$ cat config.mk
export PLATFORM = sky130hd
export DESIGN_NAME = rdsh_div
export DESIGN_NICKNAME = d
export VERILOG_FILES = /design/src/hw/rtl/rdsh_div.sv
export SDC_FILE = /design/constraint.sdc
export NUM_CORES = 1
export LEC_CHECK = 0
export BUFFER_PORTS_ARGS = -buffer_cell sky130_fd_sc_hd__buf_2
export CAP_MARGIN = 20
export CORE_UTILIZATION = 30
export DETAILED_ROUTE_END_ITERATION = 12
export PLACE_DENSITY_LB_ADDON = 0.1
export SLEW_MARGIN = 20
export SYNTH_ARGS = -nofsm -noshare
export SYNTH_HDL_FRONTEND = slang
export SYNTH_SLANG_ARGS = --single-unit
$ cat constraint.sdc
create_clock -name clk -period 5.2 [get_ports clk]
set_input_delay 1.04 -clock clk [delete_from_list [all_inputs] [get_ports clk]]
set_output_delay 1.04 -clock clk [all_outputs]
set_load 0.02 [all_outputs]
$ cat src/hw/rtl/rdsh_div.sv
// Pipelined restoring divider, one quotient bit per stage.
module rdsh_div #(
    parameter int NW = 8,
    parameter int DW = 8,
    parameter int QW = 8,
    parameter int SW = 1
) (
    input  logic          clk,
    input  logic          rst_n,
    input  logic          en,
    input  logic          in_vld,
    input  logic [NW-1:0] num,
    input  logic [DW-1:0] den,
    input  logic [SW-1:0] side_in,
    output logic          out_vld,
    output logic [QW-1:0] quo,
    output logic [SW-1:0] side_out
);

    localparam int CW = (NW > DW + QW) ? NW : DW + QW;

    logic          vld_reg  [QW];
    logic [NW-1:0] rem_reg  [QW];
    logic [DW-1:0] den_reg  [QW];
    logic [QW-1:0] quo_reg  [QW];
    logic [SW-1:0] side_reg [QW];

    for (genvar i = 0; i < QW; i++) begin : g_stage
        localparam int SH = QW - 1 - i;
        logic          vld_in;
        logic [NW-1:0] rem_in;
        logic [DW-1:0] den_in;
        logic [QW-1:0] quo_in;
        logic [SW-1:0] side_s;
        logic [CW-1:0] trial;
        logic          take;

        if (i == 0) begin : g_first
            assign vld_in = in_vld;
            assign rem_in = num;
            assign den_in = den;
            assign quo_in = '0;
            assign side_s = side_in;
        end else begin : g_next
            assign vld_in = vld_reg[i-1];
            assign rem_in = rem_reg[i-1];
            assign den_in = den_reg[i-1];
            assign quo_in = quo_reg[i-1];
            assign side_s = side_reg[i-1];
        end

        assign trial = CW'(den_in) << SH;
        assign take  = CW'(rem_in) >= trial;

        always_ff @(posedge clk or negedge rst_n)
        begin
            if (!rst_n)
            begin
                vld_reg[i] <= 1'b0;
            end
            else if (en)
            begin
                vld_reg[i] <= vld_in;
            end
        end

        always_ff @(posedge clk)
        begin
            if (en)
            begin
                rem_reg[i]  <= take ? NW'(CW'(rem_in) - trial) : rem_in;
                den_reg[i]  <= den_in;
                quo_reg[i]  <= quo_in | (QW'(take) << SH);
                side_reg[i] <= side_s;
            end
        end
    end

    assign out_vld  = vld_reg[QW-1];
    assign quo      = quo_reg[QW-1];
    assign side_out = side_reg[QW-1];

endmodule

# Word level (Yosys, flattened, before mapping)

Memory sizes are Yosys's and may differ from the RTL's.
Index checks and enable logic that the tools add are counted.

Input bits: 21
Flip-flop bits (word level): 8
Output and inout bits: 10
Memories: 4
Bits in latches: 0
Word-level logic and storage cells: 45
ROM bits: 0
Bits in writable memories: 200

Memories:

| memory   | words | bits a word | read ports | clocked after memory_dff | wr ports | line | source |
|---|---|---|---|---|---|---|---|
| den_reg  | 8     | 8           | 7          | 0                        | 8        | 24   | `logic [DW-1:0] den_reg [QW];` |
| quo_reg  | 8     | 8           | 8          | 0                        | 8        | 25   | `logic [QW-1:0] quo_reg [QW];` |
| rem_reg  | 8     | 8           | 7          | 0                        | 8        | 23   | `logic [NW-1:0] rem_reg [QW];` |
| side_reg | 8     | 1           | 8          | 0                        | 8        | 26   | `logic [SW-1:0] side_reg [QW];` |

Multiply operators: 0
Bitwise logic cells: 7
Reduce and logical (&&, ||, !) cells: 0
Multiplexer cells: 10
Eq/ne operators: 0
Shifts and indexed selects: 0
Divide/modulo/power cells: 0
Add/sub/neg operators: 8
$lt $le $gt $ge: 8

Operators with widths:

| cell          | number |
|---|---|
| $mux W8       | 8 |
| $sub A8 B8 Y8 | 8 |
| $ge A8 B15 Y1 | 1 |
| $ge A8 B14 Y1 | 1 |
| $ge A8 B13 Y1 | 1 |
| $ge A8 B12 Y1 | 1 |
| $ge A8 B11 Y1 | 1 |
| $ge A8 B10 Y1 | 1 |
| $ge A8 B9 Y1  | 1 |
| $ge A8 B8 Y1  | 1 |
| $or A8 B1 Y8  | 1 |
| $or A8 B2 Y8  | 1 |
| $or A8 B3 Y8  | 1 |
| $or A8 B4 Y8  | 1 |
| $or A8 B5 Y8  | 1 |
| $or A8 B6 Y8  | 1 |
| $or A8 B7 Y8  | 1 |
| $mux W1       | 2 |

# Depth between registers and ports, before layout

An unclocked memory read counts as a cell.

Word-level depth: 3
Gate-level depth with buffers: 10
Gate-level depth less buffers: 9

# Worst setup path after synthesis

OpenSTA, ideal clock, no wires.

Kind: register -> register
Start: memory den_reg[5][0]
End: memory rem_reg[6][3] (data pin)
Data arrival time: 1.917 ns
Slack: 3.023 ns
Path buffers: 1
Clock period less this slack: 2.177 ns
Library setup time: 0.260 ns
Stages on the path, launching flop included: 8
Required time: 4.940 ns
Path through: edfxtp_1 -> ha_1 -> fa_1 -> nand2b_1 -> a21oi_1 -> o31a_1 -> buf_2 -> mux2_2

RTL lines:

| what        | line |
|---|---|
| from (decl) | 24 |
| to (decl)   | 23 |

==> results.txt <==
Hold_buf cts - 0
Antenna Violating Nets Remaining - 0
Post-synth EDFFs - 156
Clock slew at reported path FFs - 70 ps
Htree depth - 4
Hold EP - quo_reg[1][20]
GRT Util Overall - 9.35%
Ys Warns - 0
1st-iter DRT viols - 200
Main synth FF type - edfxtp_1
Die height - 152 microns
Post-cts resize count - 0
Vias - 3262
Clock skew - 9.53 ps
Total Power - 3.04 mW
I/O pins - 31
Fmax - 0.404 GHz
Pwr/cell area - 389 nW/um^2
Synth unique cells - 47
Most common cell after layout, fill and taps aside - edfxtp_1
Clock Sinks - 164
Vias per cell - 4.37
Post-synth top area share - 69.5%
IO Port Bufs - 30
Synth Cell Area - 6740 sq um
Final Wtd Congestion - 0.749
Arr. time, crit path - 2640 ps
Grt ovf - 0
Max-slew headroom - 49.3%
Post-synth top area cell - edfxtp_1
Row cnt - 54
DP Wirelength - 6830 microns
Hold path cells - 0
Worst vdd ir - 0.218 mV
HP Start - quo_reg[1][12]
Die W - 152 microns
Post-synth ARST share - 4.88%
Drt wl/cell - 13.3 microns
Final Max Tran Viols - 0
Initial Util - 30.8%
Largest net degree at the start of global routing - 85
Vias in the first global route - 3501
Final setup viols - 0
Worst r2r path cells - 6
Hold Fails Final Rpt - 0
Worst path max stage delay - 510 ps
CTS root buf - clkbuf_16
Worst setup EP type - register
CP max FO - 5
Post-CTS setup buffer count - 0
Final Net Count - 517
Worst-path cell with the longest stage delay - nor4_1
First-pass detailed-route iteration total - 4
Global-route wire length before repair - 16600 microns
Worst reg2reg path startpoint - rem_reg[3][5]
Mapped Cells - 406
CTS tree - done
Critical path class - reg2reg
Initial antenna violation count - 0
Status - completed
Post-route setup TNS - 0 ps
Die area - 23100 sq um
CP cell instances - ha_1 -> nand4_1 -> nor4_1 -> nor2_1 -> a211o_1 -> mux2_2
Top post-synthesis cells by area - edfxtp_1, ha_1, dfrtp_1, inv_1, mux2_2
Leak - 2.99 nW
Antenna Cells - 0
Core area - 21900 sq um
P&R area growth vs syn - 16.0%
Tightest Pin Transition - 761 ps
Post-route DRC - 0
Most frequent cells in the layout - edfxtp_1, inv_1, ha_1, buf_2, clkbuf_16
Routed WL - 9930 microns
Synth Register Bits - 164
Required time of the critical path - 5370 ps
Seq/Total Area, Yosys - 72.5%
MaxCap Viol Count - 0
Clock Tree Buf Depth - 2
Avg Inst Size Synth - 16.6 sq um
Cts bufs inserted - 17
Startpoint type of the worst setup path - register
Clk_lat worst skew - 420 ps
Reg2Reg Setup Slack - 2730 ps
Min-Delay Path Class - reg2reg
Unrepaired setup endpoints after global routing - false
Reg2reg end - rem_reg[4][5]
Final period util - 47.6%
Net count after synthesis - 469
Share of layout cells above drive strength 1 - 18.0%
Tmin final - 2470 ps
## layer usage
metal | share of wire, % | vias to the layer above | global-route usage, %
met5 | 0 | - | 0
met4 | 2.3 | 0 | 5.29
met3 | 2.7 | 16 | 2.82
met2 | 54 | 45 | 17.2
met1 | 41 | 1585 | 9.28
li1 | - | 1616 | -
## power by group
part           internal (mW)  leakage, nW  switching (mW)
sequential              1.56         1.63          0.0431
clock                  0.634        0.277           0.552
combinational          0.111         1.08           0.137
## worst max path at each step
stage / slack [ps] / from / to / cells past startpoint
global route: 2630 / den_reg[2][0] / rem_reg[3][6] / 7
CTS: 2660 / rem_reg[3][5] / rem_reg[4][5] / 6
floorplan: 3020 / den_reg[5][0] / rem_reg[6][3] / 7
detailed placement: 2550 / en / quo_reg[1][27] / 2
global placement: 2590 / en / side_reg[1][3] / 2
finish: 2730 / rem_reg[3][5] / rem_reg[4][5] / 6
## cells in the mapped netlist (3+ instances only)
master      n
o31a_1      3
o21ai_0    11
nor2_1     12
fa_1        6
mux2i_1    12
nand4_1     3
nor2b_1     4
nand2b_1    5
edfxtp_1  156
dfrtp_1     8
ha_1       36
mux2_2     15
o21a_1      3
inv_1      52
nor3b_1     3
a21oi_1    14
xnor2_1     8
a21o_1      5
nand2_1    10
nor4_1      5
## worst max-delay path: cells and delay by family (launching register included)
family,cells,cell delay [ps]
AND/OR/NAND/NOR,3,720
flip-flops,1,390
adder cells (fa/ha/maj),1,380
AO/OA/AOI/OAI,1,430
multiplexers,1,310
## layout make-up
cell class                 count  area, sq um
fill                        2117        14100
sequential                   164         4880
multi-input combinational    186         1640
clock buffer                  17          425
tap                          280          350
inverter                      52          195
timing repair buffer          33          179
clock inverter                15          139
## cell families (layout without fill, tap and decap cells)
family	Yosys count	after routing	share of synthesized area (%)
AO/OA/AOI/OAI	54	54	5.70
buffers and inverters	56	117	3.16
AND/OR/NAND/NOR	53	53	4.51
adder cells (fa/ha/maj)	42	42	8.47
flip-flops	164	164	72.5
XOR/XNOR	9	9	1.17
multiplexers	28	28	4.51
## metrics by stage
stage                     hold WS (ps)  worst slack, ps  utilization [%]  instance area, sq um  std cells
after floorplan                    400             3020                -                  6740        406
after global placement             402             2590             33.1                  7250        715
after detailed placement           405             2550             33.1                  7250        715
after CTS                          415             2660             35.7                  7820        747
after global routing               417             2630             35.7                  7820        747
final                              414             2730             35.7                  7820        747
Note: power is estimated with default switching activity, not from simulation.
