$ cat src/hw/rtl/rdsh_sqrt.sv
// Pipelined integer square root, one root bit per stage.
module rdsh_sqrt #(
    parameter int IW = 8,
    parameter int SW = 1
) (
    input  logic            clk,
    input  logic            rst_n,
    input  logic            en,
    input  logic            in_vld,
    input  logic [IW-1:0]   radicand,
    input  logic [SW-1:0]   side_in,
    output logic            out_vld,
    output logic [IW/2-1:0] root,
    output logic [SW-1:0]   side_out
);

    localparam int RW = IW / 2;

    logic          vld_reg  [RW];
    logic [IW-1:0] rem_reg  [RW];
    logic [RW-1:0] root_reg [RW];
    logic [SW-1:0] side_reg [RW];

    for (genvar i = 0; i < RW; i++) begin : g_stage
        localparam int J = RW - 1 - i;
        logic          vld_in;
        logic [IW-1:0] rem_in;
        logic [RW-1:0] root_in;
        logic [SW-1:0] side_s;
        logic [IW:0]   trial;
        logic          take;

        if (i == 0) begin : g_first
            assign vld_in  = in_vld;
            assign rem_in  = radicand;
            assign root_in = '0;
            assign side_s  = side_in;
        end else begin : g_next
            assign vld_in  = vld_reg[i-1];
            assign rem_in  = rem_reg[i-1];
            assign root_in = root_reg[i-1];
            assign side_s  = side_reg[i-1];
        end

        assign trial = ((IW+1)'(root_in) << (J + 1)) | ((IW+1)'(1) << (2 * J));
        assign take  = (IW+1)'(rem_in) >= trial;

        always_ff @(posedge clk or negedge rst_n)
        begin
            if (!rst_n)
            begin
                vld_reg[i] <= 1'b0;
            end
            else if (en)
            begin
                vld_reg[i] <= vld_in;
            end
        end

        always_ff @(posedge clk)
        begin
            if (en)
            begin
                rem_reg[i]  <= take ? IW'((IW+1)'(rem_in) - trial) : rem_in;
                root_reg[i] <= root_in | (RW'(take) << J);
                side_reg[i] <= side_s;
            end
        end
    end

    assign out_vld  = vld_reg[RW-1];
    assign root     = root_reg[RW-1];
    assign side_out = side_reg[RW-1];

endmodule

$ cat config.mk
export PLATFORM = sky130hd
export DESIGN_NAME = rdsh_sqrt
export DESIGN_NICKNAME = d
export VERILOG_FILES = /design/src/hw/rtl/rdsh_sqrt.sv
export SDC_FILE = /design/constraint.sdc
export NUM_CORES = 1
export LEC_CHECK = 0
export BUFFER_PORTS_ARGS = -buffer_cell sky130_fd_sc_hd__buf_2
export CAP_MARGIN = 20
export CORE_MARGIN = 4
export CORE_UTILIZATION = 25
export DETAILED_ROUTE_END_ITERATION = 16
export GPL_TIMING_DRIVEN = 0
export SYNTH_ARGS = -nofsm -noshare
export SYNTH_HDL_FRONTEND = slang
export SYNTH_SLANG_ARGS = --single-unit
$ cat constraint.sdc
create_clock -name clk -period 3.19 [get_ports clk]
set_input_delay 0.4785 -clock clk [delete_from_list [all_inputs] [get_ports clk]]
set_output_delay 0.4785 -clock clk [all_outputs]
set_load 0.05 [all_outputs]
# Yosys cells after proc, flatten, opt, wreduce, memory -nomap -nowiden
# Memory sizes are Yosys's and may differ from the RTL's.
# Cells that the tools add are included.
# W data, S select, Z words.
[word_totals]
register_bits = 4
latchBits = 0
ramBits = 52
rom_bits = 0
output_inout_bits = 6
wordCells = 24
mem_count = 3
[classes]
add_sub_neg = 4
n_mul = 0
div = 0
magnitude_cmp = 4
eq_ne = 0
shift = 0
n_mux = 6
bitwise = 3
n_reduce_logical = 0
[memory_table]
columns = ["name", "words", "word_bits", "read_ports", "rd_ports_with_merged_regs", "wr", "line", "text"]
rows = [
  ["rem_reg", 4, 8, 3, 0, 4, "20", "logic [IW-1:0] rem_reg [RW];"],
  ["root_reg", 4, 4, 4, 0, 4, "21", "logic [RW-1:0] root_reg [RW];"],
  ["side_reg", 4, 1, 4, 0, 4, "22", "logic [SW-1:0] side_reg [RW];"],
]
[op_table]
columns = ["cell", "count"]
rows = [
  ["$mux W8", 4],
  ["$ge A8 B5 Y1", 1],
  ["$ge A8 B6 Y1", 1],
  ["$ge A8 B7 Y1", 1],
  ["$ge A8 B7 Y1 const B", 1],
  ["$sub A8 B5 Y8", 1],
  ["$sub A8 B6 Y8", 1],
  ["$sub A8 B7 Y8", 1],
  ["$sub A8 B7 Y8 const B", 1],
  ["$or A4 B1 Y4", 1],
  ["$or A4 B2 Y4", 1],
  ["$or A4 B3 Y4", 1],
  ["$mux W1", 2],
]

# Logic depth before layout (Yosys ltp)
# Gate-level depths: netlist of run 1.
# An unclocked memory read counts as a cell.
[depth]
word_depth = 3
mapped_depth = 6
ltp_nobuf = 6

# Worst setup path before layout of run 1
# OpenSTA, ideal clock, no wires.
[synth_path]
path_kind = "register to register"
start = "memory rem_reg[1][5]"
end = "memory rem_reg[2][4], data pin"
setup_time_ns = 0.260
arrival_time_ns = 1.474
t_required_ns = 2.930
slack_ns = 1.456
stages_incl_launch_ff = 5
path_buffers = 0
synth_period_minus_slack_ns = 1.734
cell_sequence = "edfxtp_1 -> ha_1 -> a41oi_2 -> nand3_4 -> mux2_4"
[synth_rtl]
columns = ["element", "line"]
rows = [
  ["start, declared", "20"],
]

==> metrics.md, run 1 <==
| Metric | Value |
|---|---|
| Outcome | completed |
| Placed Instances | 227 |
| Post_cts resized | 0 |
| Cells along the critical path | ha_1, a41oi_2, nand3_4, mux2_4 |
| Vias/cell | 3.95 |
| Placed standard-cell area | about 0.002 sq mm |
| Worst skew pair latency | 290 ps |
| Family with the most delay on the worst path | flip-flops |
| Clock Path Buffers | 2 |
| Via Count | 933 |
| Row count | 30 |
| Max stage delay on crit path | 420 ps |
| Max Clk Rate | 535 MHz |
| Hold Violations, Final | 0 |
| Die extent in x | 93.4 um |
| Mapped Cells | about 110 |
| Hpwl dp | 1660 um |
| Critical path startpoint category | flop |
| Hold_buf cts | 1 |
| Yosys cell types | 32 |
| Design Area, Final | 0.00213 sq mm |
| Leakage Power | ~0.8 nW |
| Initial antenna violation count | 0 |
| First-pass GRT wire length | 4150 um |
| First drt pass iteration count | 4 |
| DRC Markers | 0 |
| Fillers | 696 |
| Slew of the pin with the lowest slew margin | 889 ps |
| Share of cells above drive strength 1 | 25.0% |
| Final Wtd Congestion | 0.663 |
| Most common cell after layout, fill and taps aside | edfxtp_1 |
| Rel. slew slack | 40.7% |
| Diodes inserted | 0 |
| Fin crit period | 1870 ps |
| Synth warn | 0 |
| I/O pin total | 19 |
| Area Overhead vs Synth | 17.1% |
| Largest net degree at the start of global routing | 43 |
| FF+latch count, synth | 42 |
| Final wirelength | 2330 um |
| Power per Cell Area | approximately 580 mW/mm^2 |
| Die Area | 0.00872 sq mm |
| Post-Route Skew | 5.97 ps |
| Setup_tns | 0 ps |
| GRT Overall Usage | 6.40% |
| Critical path buffer and inverter count | 0 |
| Max cap viols | 0 |
| Clock sink count | 42 |
| Clock transition at path regs | 80 ps |
| CTS Buf Count | 5 |
| H-tree levels | 2 |
| Nets | roughly 160 |
| Final setup vio count | 0 |
| Core area | 0.00694 sq mm |
| Post-route insts no fill | ~240 |
| ANT nets after route | 0 |
| CTS root buffer | clkbuf_8 |
| Min-delay worst type | primary input to flop |
| GRT overflow | 0 |
| Maximum fanout along the worst path | 5 |
| Initial Util | 26.2% |
| Die Y | 93.4 um |
| Max reg flops | 24 |
| Setup ws final | 1320 ps |
| Placement Setup Slack | roughly 1300 ps |
| WP data required | between 3000 and 4000 ps |
| RSZ-0062 raised after global routing | false |
| Highest-delay cell along the critical path | edfxtp_1 |
| Vias in the first global route | 992 |
| # Post-CTS Setup Buffers | 0 |
| Most frequent cells in the layout | edfxtp_1, buf_2, inv_1, ha_1, clkbuf_8 |
| Port bufs | 18 |
| CTS tree | built |
| Worst VDD drop | around 320 uV |
| Final Slew Violations | 0 |
| Critical path class | flop to flop |
| Avg Cell Area, Syn | between 15 and 20 sq um |
| Worst hold slack | 359 ps |
| Crit share post-route | 58.6% |
| Syn nets | 136 |
| WL/cell | a little under 10 um |
| DRT iter0 DRCs | 40 |
| Worst setup EP type | flop |
| Post-synthesis cell area | ~0.0018 sq mm |
| Critical Path AT | 1910 ps |
| Post-synthesis sequential area ratio | 68.1% |
## cell usage after synthesis
cell type | count | share of area, %
edfxtp_1 | 38 | 63
inv_1 | 12 | 2.5
ha_1 | 10 | 6.9
dfrtp_1 | 4 | 5.5
nor2_1 | 4 | 0.82
o21a_1 | 4 | 1.6
xnor2_1 | 4 | 1.9
o21ai_1 | 3 | 0.82
a211oi_1 | 2 | 0.82
and2_1 | 2 | 0.69
mux2_1 | 2 | 1.2
mux2_2 | 2 | 1.2
mux2_4 | 2 | 1.6
mux2i_1 | 2 | 1.1
nand2_1 | 2 | 0.41
nor3_1 | 2 | 0.55
nor4_1 | 2 | 0.69
or2_1 | 2 | 0.69
a21boi_1 | 1 | 0.41
a21o_1 | 1 | 0.41
a31o_1 | 1 | 0.48
a41oi_2 | 1 | 0.89
nand2b_1 | 1 | 0.34
nand3_4 | 1 | 0.96
nand3b_1 | 1 | 0.41
nor2b_1 | 1 | 0.34
nor2b_4 | 1 | 0.76
nor4b_1 | 1 | 0.48
o21ai_0 | 1 | 0.27
o21ai_4 | 1 | 0.89
o22ai_2 | 1 | 0.69
o41ai_2 | 1 | 0.89
## final cells by class
class / count / area [sq um] / share of cell area, %
Clock buffer: 7 / 86.3 / 4.05
Clock inverter: 1 / 5.00 / 0.235
Inverter: 12 / 45.0 / 2.11
Multi-Input combinational cell: 59 / 536 / 25.1
Sequential cell: 42 / 1240 / 58.2
Tap cell: 96 / 120 / 5.63
Timing Repair Buffer: 19 / 100 / 4.69
## per-layer routing
layer  wire length (um)  global-route usage [%]
met1               1020                    6.47
met2               1070                    10.6
met3                176                    2.98
met4                 65                    4.03
met5                  0                       0
## through the flow
step,power (W),util (%)
2_1_floorplan,0.000859,-
3_3_place_gp,0.000906,29.3
3_5_place_dp,0.000912,29.3
4_1_cts,0.00126,30.7
5_1_grt,0.00131,30.7
6_report,0.00124,30.7
## power by group
part	internal [W]	switching (W)
Clock	0.000174	0.000167
Sequential	0.000670	0.0000246
Combinational	0.0000922	0.000109
## path summary, 6_finish.rpt
check | from | cells past startpoint | to | slack [ps]
hold reg to reg | side_reg[1] | 0 | side_reg[2] | 420
setup reg to reg | rem_reg[1][5] | 4 | rem_reg[2][5] | 1320
max in group asynchronous | rst_n | 2 | g_stage[2].vld_in | 2560
setup / recovery | rem_reg[1][5] | 4 | rem_reg[2][5] | 1320
hold / removal | radicand[4] | 1 | rem_reg[0][4] | 360
min in group asynchronous | rst_n | 2 | g_stage[3].vld_in | 510
## logic make-up after synthesis
| logic type | Yosys count | synth area share [%] |
|---|---|---|
| multiplexers | 8 | 5.22 |
| AO/OA/AOI/OAI | 17 | 8.24 |
| XOR/XNOR | 4 | 1.92 |
| buffers and inverters | 12 | 2.47 |
| adder cells (fa/ha/maj) | 10 | 6.87 |
| AND/OR/NAND/NOR | 20 | 7.14 |
| flip-flops | 42 | 68.1 |
No activity file was read; power rests on OpenSTA's default activity.
==> run 2: changes to the inputs <==
--- a/config.mk
+++ b/config.mk
@@ -5,6 +5,7 @@
 export SDC_FILE = /design/constraint.sdc
 export NUM_CORES = 1
 export LEC_CHECK = 0
+export ABC_AREA = 1
 export BUFFER_PORTS_ARGS = -buffer_cell sky130_fd_sc_hd__buf_2
 export CAP_MARGIN = 20
 export CORE_MARGIN = 4
==> constraint.sdc (replaced) <==
create_clock -name clk -period 1.9 [get_ports clk]
set_input_delay 0.285 -clock clk [delete_from_list [all_inputs] [get_ports clk]]
set_output_delay 0.285 -clock clk [all_outputs]
set_load 0.05 [all_outputs]
==> metrics.md, run 2 <==
| Metric | Value |
|---|---|
| Nets | 209 |
| Final Wtd Congestion | between 0.8 and 0.9 |
| Final Slew Violations | 0 |
| Post-synth top area share | between 60% and 70% |
| Maximum fanout along the worst path | 10 |
| Clock sink count | 42 |
| Vias in the first global route | 1010 |
| Synth Area in Simple Gates | approximately 16% |
| Leakage Power | 0.931 nW |
| CTS tree | built |
| ANT nets after route | 0 |
| Final setup vio count | 0 |
| Worst r2r src | rem_reg[1][5] |
| Yosys cell types | 25 |
| Commonest cells post-synth | edfxtp_1, inv_1, nand2_1, nor2_1, ha_1 |
| Post-synthesis compound-gate area fraction | 4.13% |
| Max Clk Rate | 615 MHz |
| Multi-input combinational cell area | 528 sq um |
| H-tree levels | 2 |
| Mapped Cells | 160 |
| Power per Cell Area | 927 mW/mm^2 |
| GRT overflow | 0 |
| Reg2reg setup slack | 270 ps |
| Post-synthesis cell area | 0.00188 sq mm |
| Die Area | 0.00896 sq mm |
| Post-synth top area cell | edfxtp_1 |
| First-pass GRT wire length | 4300 um |
| Worst skew pair latency | 290 ps |
| Core area | between 0.007 and 0.008 sq mm |
| DRT iter0 DRCs | 42 |
| Hold Path Cell Cnt | 1 |
| Post-synthesis sequential area ratio | 66.1% |
| Clock Path Buffers | 2 |
| Crit share post-route | 85.6% |
| Area Overhead vs Synth | 16.5% |
| Port bufs | 18 |
| Post-Route Skew | 7.61 ps |
| Post-synth EDFFs | 38 |
| Avg Cell Area, Syn | around 12 sq um |
| Synth warn | 0 |
| Setup_tns | 0 ps |
| Worst setup EP type | flop |
| Final wirelength | 2460 um |
| Hold Startpoint | radicand[4] |
| Syn nets | about 180 |
| Rel. slew slack | between 40 and 50% |
| FF+latch count, synth | 42 |
| WP data required | 1940 ps |
| Placed standard-cell area | 0.00209 sq mm |
| Vias/cell | 3.82 |
| Xor/xnor share of the synthesized area | 0.933% |
| Highest-delay cell along the critical path | edfxtp_1 |
| I/O pin total | 19 |
| Crit-path most repeated cell | nand2_1 |
| Max stage delay on crit path | about 400 ps |
| Max reg flops | 24 |
| Commonest register cell after synthesis | edfxtp_1 |
| Min-delay worst type | primary input to flop |
| Ys async rst share | under 10% |
| Multiplexer share of the synthesized area | 0% |
| CTS root buffer | clkbuf_8 |
| Row count | 31 |
| GRT Overall Usage | 6.16% |
| Via Count | 1092 |
| Die Y | 94.7 um |
| Critical Path Start | rem_reg[1][5] |
| Diodes inserted | 0 |
| Hold worst-path end | rem_reg[0][4] |
| Share of cells above drive strength 1 | around a fifth |
| Largest net degree at the start of global routing | 40 |
| Slew of the pin with the lowest slew margin | 834 ps |
| Cells along the critical path | ha_1, nand2_1, nand2_1, nor2_2, nand3_4, nand2_1, o21ai_1 |
| Worst VDD drop | roughly 370 uV |
| Max cap viols | 0 |
| Top post-synthesis cells by area | edfxtp_1, ha_1, inv_1 |
| FF-to-FF path depth | 7 |
| DRC Markers | 0 |
| Fillers | about 770 |
| Adder-Cell Fraction of Synth Area | 6.66% |
| First drt pass iteration count | 4 |
| Critical path class | flop to flop |
| RSZ-0062 raised after global routing | false |
| Outcome | completed |
| Most frequent cells in the layout | edfxtp_1, inv_1, nand2_1, buf_2, nor2_1 |
| Clock transition at path regs | 80 ps |
| Design Area, Final | about 0.0022 sq mm |
| Register Area | 0.00124 sq mm |
| Initial antenna violation count | 0 |
| CTS Buf Count | 5 |
| Reg-to-reg endpoint | rem_reg[2][5] |
| WL/cell | 8.61 um |
| Most common cell after layout, fill and taps aside | edfxtp_1 |
| Fin crit period | 1630 ps |
| Critical Path AT | approximately 1700 ps |
| Critical path startpoint category | flop |
| Combinational family with the most area after synthesis | simple AND/OR/NAND/NOR gates |
| Initial Util | around a quarter |
| Hpwl dp | 1770 um |
| Count leader, synth | edfxtp_1 |
| Hold Violations, Final | 0 |
| Die extent in x | roughly 95 um |
==> run 2: kinds of logic (layout without fill, tap and decap cells) <==
kind of cell / after synthesis / count (layout)
simple gates: 62 / 62
xor+xnor: 2 / 2
compound gates: 15 / 15
fa+ha+maj: 10 / 10
buf+inv: 29 / 56
flops: 42 / 42
==> run 2: worst max path at each step <==
stage	cells past startpoint	to	slack, ps
floorplan	7	rem_reg[2][3]	390
global placement	7	rem_reg[2][5]	280
detailed placement	7	rem_reg[2][4]	270
CTS	7	rem_reg[2][5]	260
global route	8	rem_reg[2][3]	90
finish	7	rem_reg[2][5]	270
==> run 2: area by class of cell <==
| type | instances | share of cell area, % |
|---|---|---|
| Buffer | 1 | 0.172 |
| Clock buffer | 6 | 3.32 |
| Clock inverter | 2 | 0.629 |
| Inverter | 28 | 4.80 |
| Multi-Input combinational cell | 89 | 24.1 |
| Sequential cell | 42 | 56.7 |
| Tap cell | 99 | 5.66 |
| Timing Repair Buffer | 19 | 4.57 |
==> run 2: repair_timing <==
item / in CTS / in global routing
endpoints found under the hold margin: 4 / 0
gates resized for setup: 0 / 0
hold buffers: 1 / 0
buffers inserted: 0 / 0
==> run 2: power by group <==
part           switching [W]  internal (W)
Sequential         0.0000393       0.00112
Clock               0.000286      0.000259
Combinational       0.000204      0.000119
Total               0.000530       0.00150
==> run 2: metal layers <==
| metal | up-vias | GRT usage, % | part of all wire (%) |
|---|---|---|---|
| met5 | - | 0 | 0 |
| met1 | 484 | 7.39 | 47 |
| met4 | 0 | 2.28 | 1.3 |
| met2 | 24 | 9.86 | 45 |
| li1 | 580 | - | - |
| met3 | 4 | 2.55 | 6.5 |
==> run 2: worst max-delay path, delay by kind of cell, from the launching register on <==
family | cells | cell delay [ps]
and+or+nand+nor | 5 | 550
adders and majority gates | 1 | 380
DFF | 1 | 400
AOI/OAI and AO/OA | 1 | 50
==> run 2: metrics by stage <==
stage                     cells  hold slack (ps)  utilization [%]  power (W)  setup WS [ps]
after floorplan             160            -10.6                -    0.00142            395
after global placement      277             90.6             28.7    0.00150            278
after detailed placement    277             94.4             28.7    0.00151            271
after CTS                   286              154             30.0    0.00206            261
after global routing        286              153             30.0    0.00216           88.3
final                       286              166             30.0    0.00203            273
